`src/design/swdt_pkg.sv`:
```
// shared types and constants for the sleep/wakeup deadline table
`default_nettype none
package swdt_pkg;

  localparam int DEPTH     = 16;
  localparam int TW        = 48;
  localparam int TID_W     = 8;
  localparam int IDX_W     = $clog2(DEPTH);
  localparam int CNT_W     = $clog2(DEPTH + 1);
  localparam int PAY_W     = TID_W + TW;
  localparam int IN_DATA_W = ((PAY_W + 7) / 8) * 8;
  localparam int OUT_DATA_W = ((PAY_W + 7) / 8) * 8;

  localparam logic MODE_SLEEP = 1'b0;
  localparam logic MODE_TICK  = 1'b1;

  typedef enum logic [1:0] {
    ST_IDLE,
    ST_APPEND,
    ST_SCAN,
    ST_EMIT
  } state_t;

  typedef struct packed {
    logic latch;
    logic append;
    logic scan_step;
    logic scan_finish;
    logic emit_load;
  } cmd_t;

  typedef struct packed {
    logic in_mode;
    logic scan_done;
    logic emit_ready;
    logic emit_last;
  } stat_t;

endpackage
`default_nettype wire

```
`src/design/sleep_wakeup_deadline_table.sv`:
```
// top level of the sleep/wakeup deadline table
//
//   channel | direction | tdata                            | tuser             | tlast
//   in_     | slave     | [7:0] thread_id, [55:8] tick_value | mode            | -
//   out_    | master    | [7:0] woken_thread, [55:8] next_wake | [0] woke, [1] status | last
//
// a sleep request goes through accept, table append, result load
// a tick scans the table, one entry per cycle through the single compare unit, then
//   emits one result per cycle from the wake buffer while out_tready is high
// the next request is taken once the last result sits in the output register
// rst_n clears the entry count, the earliest deadline and all handshake state
// out_tready low holds the result register and stalls the result sequence
`default_nettype none
module sleep_wakeup_deadline_table (
  input  wire logic                              clk,
  input  wire logic                              rst_n,
  input  wire logic                              in_tvalid,
  output logic                                   in_tready,
  input  wire logic [swdt_pkg::IN_DATA_W-1:0]    in_tdata,   // thread_id, tick_value
  input  wire logic                              in_tuser,   // mode
  output logic                                   out_tvalid,
  input  wire logic                              out_tready,
  output logic [swdt_pkg::OUT_DATA_W-1:0]        out_tdata,  // woken_thread, next_wake
  output logic [1:0]                             out_tuser,  // woke, status
  output logic                                   out_tlast
);
  import swdt_pkg::*;

  cmd_t  cmd;
  stat_t stat;

  swdt_ctrl u_ctrl (
    .clk       (clk),
    .rst_n     (rst_n),
    .in_tvalid (in_tvalid),
    .in_tready (in_tready),
    .stat      (stat),
    .cmd       (cmd)
  );

  swdt_datapath u_dp (
    .clk        (clk),
    .rst_n      (rst_n),
    .cmd        (cmd),
    .stat       (stat),
    .in_tdata   (in_tdata),
    .in_tuser   (in_tuser),
    .out_tvalid (out_tvalid),
    .out_tready (out_tready),
    .out_tdata  (out_tdata),
    .out_tuser  (out_tuser),
    .out_tlast  (out_tlast)
  );

endmodule
`default_nettype wire

```
`src/design/swdt_ctrl.sv`:
```
// controller state machine for the sleep/wakeup deadline table
`default_nettype none
module swdt_ctrl (
  input  wire logic           clk,
  input  wire logic           rst_n,
  input  wire logic           in_tvalid,
  output logic                in_tready,
  input  wire swdt_pkg::stat_t stat,
  output swdt_pkg::cmd_t      cmd
);
  import swdt_pkg::*;

  state_t state_r, state_nxt;

  always_ff @(posedge clk) begin
    if (!rst_n) begin
      state_r <= ST_IDLE;
    end else begin
      state_r <= state_nxt;
    end
  end

  always_comb begin
    state_nxt = state_r;
    case (state_r)
      ST_IDLE: begin
        if (in_tvalid) begin
          state_nxt = (stat.in_mode == MODE_TICK) ? ST_SCAN : ST_APPEND;
        end
      end
      ST_APPEND: state_nxt = ST_EMIT;
      ST_SCAN: begin
        if (stat.scan_done) begin
          state_nxt = ST_EMIT;
        end
      end
      ST_EMIT: begin
        if (stat.emit_ready && stat.emit_last) begin
          state_nxt = ST_IDLE;
        end
      end
      default: state_nxt = ST_IDLE;
    endcase
  end

  always_comb begin
    in_tready = 1'b0;
    cmd       = '0;
    case (state_r)
      ST_IDLE: begin
        in_tready = 1'b1;
        cmd.latch = in_tvalid;
      end
      ST_APPEND: cmd.append = 1'b1;
      ST_SCAN: begin
        cmd.scan_step   = !stat.scan_done;
        cmd.scan_finish = stat.scan_done;
      end
      ST_EMIT: cmd.emit_load = stat.emit_ready;
      default: cmd = '0;
    endcase
  end

endmodule
`default_nettype wire

```
`src/design/swdt_datapath.sv`:
```
// entry table, scan counters, wake buffer and result register
`default_nettype none
module swdt_datapath (
  input  wire logic                              clk,
  input  wire logic                              rst_n,
  input  wire swdt_pkg::cmd_t                    cmd,
  output swdt_pkg::stat_t                        stat,
  input  wire logic [swdt_pkg::IN_DATA_W-1:0]    in_tdata,
  input  wire logic                              in_tuser,
  output logic                                   out_tvalid,
  input  wire logic                              out_tready,
  output logic [swdt_pkg::OUT_DATA_W-1:0]        out_tdata,
  output logic [1:0]                             out_tuser,
  output logic                                   out_tlast
);
  import swdt_pkg::*;

  // table and wake buffer
  logic [TID_W-1:0] tbl_thr_r [DEPTH];
  logic [TW-1:0]    tbl_dl_r  [DEPTH];
  logic [TID_W-1:0] wbuf_r    [DEPTH];

  logic             mode_r;
  logic [TID_W-1:0] tid_r;
  logic [TW-1:0]    t_r;
  logic             reject_r;

  logic [CNT_W-1:0] count_r;
  logic [CNT_W-1:0] scan_idx_r;
  logic [CNT_W-1:0] keep_r;
  logic [CNT_W-1:0] nwoken_r;
  logic [CNT_W-1:0] emit_idx_r;
  logic [TW-1:0]    earliest_r;

  logic             out_valid_r;
  logic [TID_W-1:0] out_thr_r;
  logic             out_woke_r;
  logic             out_status_r;
  logic [TW-1:0]    out_wake_r;
  logic             out_last_r;

  logic [TID_W-1:0] rd_thr;
  logic [TW-1:0]    rd_dl;
  logic             rd_wake;
  logic             any_woken;
  logic [CNT_W-1:0] n_results;
  logic             is_full;

  assign rd_thr    = tbl_thr_r[scan_idx_r[IDX_W-1:0]];
  assign rd_dl     = tbl_dl_r[scan_idx_r[IDX_W-1:0]];
  assign rd_wake   = t_r >= rd_dl;
  assign any_woken = (mode_r == MODE_TICK) && (nwoken_r != '0);
  assign n_results = any_woken ? nwoken_r : CNT_W'(1);
  assign is_full   = count_r == CNT_W'(DEPTH);

  assign stat.in_mode    = in_tuser;
  assign stat.scan_done  = scan_idx_r == count_r;
  assign stat.emit_ready = !out_valid_r || out_tready;
  assign stat.emit_last  = (emit_idx_r + CNT_W'(1)) == n_results;

  // request latch
  always_ff @(posedge clk) begin
    if (cmd.latch) begin
      mode_r <= in_tuser;
      tid_r  <= in_tdata[TID_W-1:0];
      t_r    <= in_tdata[PAY_W-1:TID_W];
    end
    if (cmd.append) begin
      reject_r <= is_full;
    end
  end

  // table writes
  always_ff @(posedge clk) begin
    if (cmd.append && !is_full) begin
      tbl_thr_r[count_r[IDX_W-1:0]] <= tid_r;
      tbl_dl_r[count_r[IDX_W-1:0]]  <= t_r;
    end
    if (cmd.scan_step) begin
      if (rd_wake) begin
        wbuf_r[nwoken_r[IDX_W-1:0]] <= rd_thr;
      end else begin
        tbl_thr_r[keep_r[IDX_W-1:0]] <= rd_thr;
        tbl_dl_r[keep_r[IDX_W-1:0]]  <= rd_dl;
      end
    end
  end

  // counters and earliest deadline
  always_ff @(posedge clk) begin
    if (!rst_n) begin
      count_r    <= '0;
      scan_idx_r <= '0;
      keep_r     <= '0;
      nwoken_r   <= '0;
      emit_idx_r <= '0;
      earliest_r <= '1;
    end else begin
      if (cmd.latch) begin
        emit_idx_r <= '0;
        if (in_tuser == MODE_TICK) begin
          scan_idx_r <= '0;
          keep_r     <= '0;
          nwoken_r   <= '0;
          earliest_r <= '1;
        end
      end
      if (cmd.append && !is_full) begin
        count_r <= count_r + CNT_W'(1);
        if (t_r < earliest_r) begin
          earliest_r <= t_r;
        end
      end
      if (cmd.scan_step) begin
        scan_idx_r <= scan_idx_r + CNT_W'(1);
        if (rd_wake) begin
          nwoken_r <= nwoken_r + CNT_W'(1);
        end else begin
          keep_r <= keep_r + CNT_W'(1);
          if (rd_dl < earliest_r) begin
            earliest_r <= rd_dl;
          end
        end
      end
      if (cmd.scan_finish) begin
        count_r <= keep_r;
      end
      if (cmd.emit_load) begin
        emit_idx_r <= emit_idx_r + CNT_W'(1);
      end
    end
  end

  // result register
  always_ff @(posedge clk) begin
    if (!rst_n) begin
      out_valid_r <= 1'b0;
    end else if (cmd.emit_load) begin
      out_valid_r <= 1'b1;
    end else if (out_tready) begin
      out_valid_r <= 1'b0;
    end
  end

  always_ff @(posedge clk) begin
    if (cmd.emit_load) begin
      out_thr_r    <= any_woken ? wbuf_r[emit_idx_r[IDX_W-1:0]] : '0;
      out_woke_r   <= any_woken;
      out_status_r <= (mode_r == MODE_SLEEP) && reject_r;
      out_wake_r   <= earliest_r;
      out_last_r   <= stat.emit_last;
    end
  end

  assign out_tvalid = out_valid_r;
  assign out_tdata  = {{(OUT_DATA_W - PAY_W){1'b0}}, out_wake_r, out_thr_r};
  assign out_tuser  = {out_status_r, out_woke_r};
  assign out_tlast  = out_last_r;

  a_count_bound: assert property (@(posedge clk) disable iff (!rst_n)
    count_r <= CNT_W'(DEPTH))
    else $error("entry count above table depth");

  a_scan_split: assert property (@(posedge clk) disable iff (!rst_n)
    (keep_r + nwoken_r) == scan_idx_r)
    else $error("kept plus woken entries differ from scanned entries");

  a_empty_earliest: assert property (@(posedge clk) disable iff (!rst_n)
    (count_r == '0) |-> (earliest_r == '1))
    else $error("empty table with a pending earliest deadline");

  a_scan_bound: assert property (@(posedge clk) disable iff (!rst_n)
    cmd.scan_step |-> (scan_idx_r < count_r))
    else $error("scan step past the last entry");

endmodule
`default_nettype wire

```
`config.mk`:
```
export PLATFORM = sky130hd
export DESIGN_NAME = sleep_wakeup_deadline_table
export DESIGN_NICKNAME = d
export VERILOG_FILES = /design/src/design/swdt_pkg.sv /design/src/design/sleep_wakeup_deadline_table.sv /design/src/design/swdt_ctrl.sv /design/src/design/swdt_datapath.sv
export SDC_FILE = /design/constraint.sdc
export NUM_CORES = 1
export LEC_CHECK = 0
export BUFFER_PORTS_ARGS = -buffer_cell sky130_fd_sc_hd__buf_4
export CORE_MARGIN = 2
export CORE_UTILIZATION = 57
export DETAILED_ROUTE_END_ITERATION = 8
export MAX_ROUTING_LAYER = met4
export PLACE_DENSITY = 0.78
export SLEW_MARGIN = 15
export SYNTH_ARGS = -nofsm -noshare
export SYNTH_HDL_FRONTEND = slang
export SYNTH_HIERARCHICAL = 1
export SYNTH_SLANG_ARGS = --single-unit
```
`constraint.sdc`:
```
create_clock -name clk -period 14.8 [get_ports clk]
set_input_delay 2.22 -clock clk [delete_from_list [all_inputs] [get_ports clk]]
set_output_delay 2.22 -clock clk [all_outputs]
set_load 0.1 [all_outputs]
```
# Word level (Yosys, flattened, before mapping)
# Memories as Yosys holds them, arrays and structs flattened. A register that Yosys moved wholly into a read port is not among the register bits.
# Cells that the tools add are included.
# Widths: inputs -> output; s select.
dict set report word_totals {
  wordCells 110
  register_bits 185
  inputBits 61
  mem_bits_rw 1024
  memories 3
}
# name words word_bits rd rd_clocked_by_memory_dff wr line
set memory_table {}
lappend memory_table {u_dp.tbl_dl_r 16 48 1 1 1 swdt_datapath.sv:20} ;# logic [TW-1:0] tbl_dl_r [DEPTH];
lappend memory_table {u_dp.tbl_thr_r 16 8 1 1 1 swdt_datapath.sv:19} ;# logic [TID_W-1:0] tbl_thr_r [DEPTH];
lappend memory_table {u_dp.wbuf_r 16 8 1 1 1 swdt_datapath.sv:21} ;# logic [TID_W-1:0] wbuf_r [DEPTH];
dict set report classes {
  n_reduce_logical 20
  order_cmp 3
  n_mux 53
  bitwise_logic 1
  eq_ne 9
  addsub 5
}
# op count
set op_table {}
lappend op_table {{$mux 48} 8}
lappend op_table {{$lt 48x48->1} 2}
lappend op_table {{$mux 5} 16}
lappend op_table {{$ge 48x48->1} 1}
lappend op_table {{$reduce_or 48->1} 1}
lappend op_table {{$add 5x1->5 const B} 5}
lappend op_table {{$mux 4} 6}
lappend op_table {{$mux 1} 16}
lappend op_table {{$eq 5x5->1} 2}
lappend op_table {{$mux 2} 5}
lappend op_table {{$reduce_bool 2->1} 5}
lappend op_table {{$mux 8} 1}
lappend op_table {{$pmux 2 s4} 1}
lappend op_table {{$reduce_or 8->1} 1}
lappend op_table {{$eq 5x5->1 const B} 1}
lappend op_table {{$reduce_bool 5->1} 1}
lappend op_table {{$eq 2x2->1 const B} 2}
lappend op_table {{$logic_and 1x1->1} 4}
lappend op_table {{$logic_not 1->1} 4}
lappend op_table {{$ne 2x1->1 const B} 2}
lappend op_table {{$reduce_and 3->1} 1}
lappend op_table {{$eq 2x1->1 const B} 1}
lappend op_table {{$logic_not 2->1} 1}
lappend op_table {{$ne 2x2->1 const B} 1}
lappend op_table {{other kinds (3)} 3}

# Depth between registers and ports, before layout
dict set report logic_depth {
  word_depth 8
  mapped_depth 19
  ltp_nobuf 13
}

# Cells and area by module
# The synthesis kept the hierarchy.
# module cells_each area_each_um2 n_inst
set by_module_without_submodules {}
lappend by_module_without_submodules {swdt_datapath 4476 58835.2 1}
lappend by_module_without_submodules {swdt_ctrl 23 201.4 1}

# Worst setup path after synthesis
# Ideal clock, no wire load.
dict set report synth_timing {
  path_type {register to register}
  from {register (tool-made name)}
  to {memory u_dp.tbl_dl_r[10][0], enable pin}
  stages_incl_launch_ff 17
  path_slack_ps 8628
  setup_time_ps 415
  path_buffers 5
  arrival_ps 5757
  path_cell_list {dfxtp_1 -> clkbuf_1 -> buf_1 -> mux4_2 -> mux4_2 -> inv_1 -> clkbuf_1 -> ha_1 -> a21oi_1 -> o21ai_1 -> a221oi_2 -> a31oi_1 -> a2111oi_4 -> buf_6 -> nand3_4 -> clkbuf_1 -> nand2_1}
}
# item line
set synth_rtl {}
lappend synth_rtl {{end, declared} swdt_datapath.sv:20}

==> flow_summary.toml <==
[outcome]
status = "finished, final reports clean"

[setup_path]
slowest_stage = "dfxtp_4"
r2r_slack_ps = 6400
crit_top_cell = "buf_4"
path_class = "register to register"
critPathCaptureType = "register"
cp_cell_sequence = "buf_4 -> buf_4 -> mux4_2 -> mux4_2 -> inv_1 -> ha_1 -> o21ai_0 -> o21ai_0 -> a21oi_1 -> o211ai_1 -> a2111oi_4 -> buf_4 -> nand3_4 -> buf_4 -> nand2_4"
crit_path_max_fanout = 105
cp_data_required_time_ps = 14980
start_kind = "register"
max_stage_delay_ps = 990
cp.arrival_ps = 8580

[sta]
period_needed_ps = 8396
finalSetupViolations = 0
rsz0062_at_grt = "false"
relSlewSlack = 0.1859
slew_violations = 0
tightest_slew_ps = 1221
fin_tns_setup_ps = 0
finClkSkew_ps = 29.88
finalCritPeriodShare = 0.5673
max_freq_ghz = 0.1191
hold_viol = 0

[synth]
ys_warn_count = 6
avgSynthCellArea_um2 = 13.12
synth_cell_types = 64
ys_seq_area_frac = 0.6075
synth_edf_count = 1141
synthTopCellsByArea = "edfxtp_1 (58%), mux4_2 (12%), o21ai_0 (6.8%)"
synth_nets = 4720
yosys_register_bits = 1221
synth_top_area_frac = 0.5804
synth_most_common_cell = "edfxtp_1"
async_flop_share = 0
ys_top_cells_by_count = "edfxtp_1 (1141), nand2_1 (857), o21ai_0 (800)"
synth_top_flop_cell = "edfxtp_1"
synthCells = 4499
synth_top_cell_by_area = "edfxtp_1"
synth_area_um2 = 59040

[global_route]
grt_pass1_vias = 38230
grt-ovfl-total = 0
grt_antenna_before_repair = 1
grt_max_degree = 107
grt_pass1_wl_um = 235200
grt_usage = 0.3024

[drt]
ant_nets = 0
routed_wl_um = 156000
vias = 38640
drt-vias-per-instance = 6.600
firstDrtPassIters = 6
post-route-drc-count = 0
post_drt_wl_per_cell_um = 26.64
drt_iter0_markers = 5272

[die]
fp.dieW_um = 325.8
initial_utilization = 0.5729
core-area_um2 = 103100
fp.dieArea_um2 = 106200
rows = 118
io_pins = 122
die_y_um = 325.8

[clock_network]
clk_path_buf_depth = 3
clock_latency_ps = 730
cts-resized-gates = 0
postCtsHoldBufs = 0
cts_tree = "built"
numCtsBuffers = 119
htreeDepth = 3
cts_root_buf = "clkbuf_16"
postCtsSetupRepairBufs = 0
clock-sinks = 1221
cts.reportedPaths.clkPinSlew_ps = 60

[cells_and_area]
nets = 4587
layout-drive-gt1-share = 0.1979
fin_area_um2 = 64750
area_delta_synth_final_pct = 9.677

[placed_design]
portBuffers = 121
dpl-instance-area_um2 = 60640
finalWeightedCongestion = 0.8980
dp_hpwl_um = 87980

[power]
finalPower_mw = 10.03
peakVddDrop_v = 0.0001169
powerDensity_nw_per_um2 = 155.0
p_leak_nw = 23.22

[run]
max_cap_violations = 0

[worst_hold_path]
hold_class = "register to register"
sequential cells by signal, summed over array words and instances (netlist names), 5 cells and up, named ones only:
name	flops
u_dp/out_thr_r	8
u_dp/t_r	48
u_dp/keep_r	5
u_dp/tbl_thr_r	128
u_dp/tid_r	8
u_dp/wbuf_r	128
u_dp/nwoken_r	5
u_dp/tbl_dl_r	768
u_dp/scan_idx_r	5
u_dp/out_wake_r	48
u_dp/count_r	5
u_dp/emit_idx_r	5
u_dp/earliest_r	48
worst paths after layout:
| check | start | end | depth (start not counted) |
|---|---|---|---|
| setup / recovery | register | u_dp/tbl_dl_r[10][22] | 15 |
| hold / removal | u_dp/earliest_r[21] | u_dp/out_wake_r[21] | 0 |
| hold reg to reg | u_dp/earliest_r[21] | u_dp/out_wake_r[21] | 0 |
| setup reg to reg | register | u_dp/tbl_dl_r[10][22] | 15 |
critical path, delay by kind of cell (launching register included):
kind | cells | cell delay, ps
AO/OA/AOI/OAI | 5 | 1070
AND/OR/NAND/NOR | 2 | 1040
multiplexers | 2 | 1070
adder cells (fa/ha/maj) | 1 | 270
flip-flops | 1 | 990
buffers and inverters | 5 | 3210
cells in the final DEF, fill, tap and decap left out, types with 11 or more instances in the layout:
cell / instances
a211oi_1: 11
a21oi_1: 67
buf_4: 191
bufinv_16: 14
clkbuf_1: 22
clkbuf_16: 120
clkbuf_8: 19
clkinv_1: 15
clkinv_2: 24
dfxtp_1: 75
edfxtp_1: 1141
ha_1: 160
inv_1: 117
mux2_2: 131
mux4_2: 319
nand2_1: 841
nand2_4: 16
nand3_1: 24
nand3_4: 12
nand4_1: 30
nor2_1: 53
nor2b_1: 14
nor3_1: 19
o211ai_1: 52
o21ai_0: 800
o221ai_1: 48
logic make-up after synthesis:
kind of cell | share of synthesized area
DFF | 0.6075
and+or+nand+nor | 0.07346
AOI/OAI and AO/OA | 0.09645
buffers and inverters | 0.03891
muxes | 0.1477
adders and majority gates | 0.03391
xor gates and xnor gates | 0.002077
power breakdown:
part           total [mW]  internal (mW)  switching [mW]
clock                3.16           1.83            1.33
combinational        2.45          0.838            1.61
sequential           4.42           4.19           0.231
total                10.0           6.86            3.17
layer usage:
| metal | global-route usage | share of wire | up-vias |
|---|---|---|---|
| met1 | 0.3866 | 0.36 | 18920 |
| met2 | 0.4813 | 0.48 | 2580 |
| li1 | - | - | 16680 |
| met3 | 0.05200 | 0.11 | 460 |
| met5 | - | 0 | - |
| met4 | 0.1293 | 0.044 | 0 |
metrics by stage:
| stage | hold WS (ps) | setup WS (ps) | utilization | cells |
|---|---|---|---|---|
| after global routing | 479.7 | 5810 | 0.6283 | 5854 |
| after global placement | 446.0 | 6580 | 0.5884 | 5625 |
| after detailed placement | 448.3 | 6438 | 0.5884 | 5625 |
| final | 466.9 | 6404 | 0.6283 | 5854 |
| after floorplan | 430.5 | 8628 | - | 4499 |
| after CTS | 463.8 | 6404 | 0.6281 | 5853 |
cell type report:
type	instances	area (µm²)
clock inverter	67	744.5
antenna	1	2.502
sequential	1221	35880
timing repair buffer	198	1530
fill	7356	38300
tap	1380	1727
inverter	118	442.9
multi-input combinational	2708	21080
clock buffer	161	3347
(Power assumes the default switching activity.)
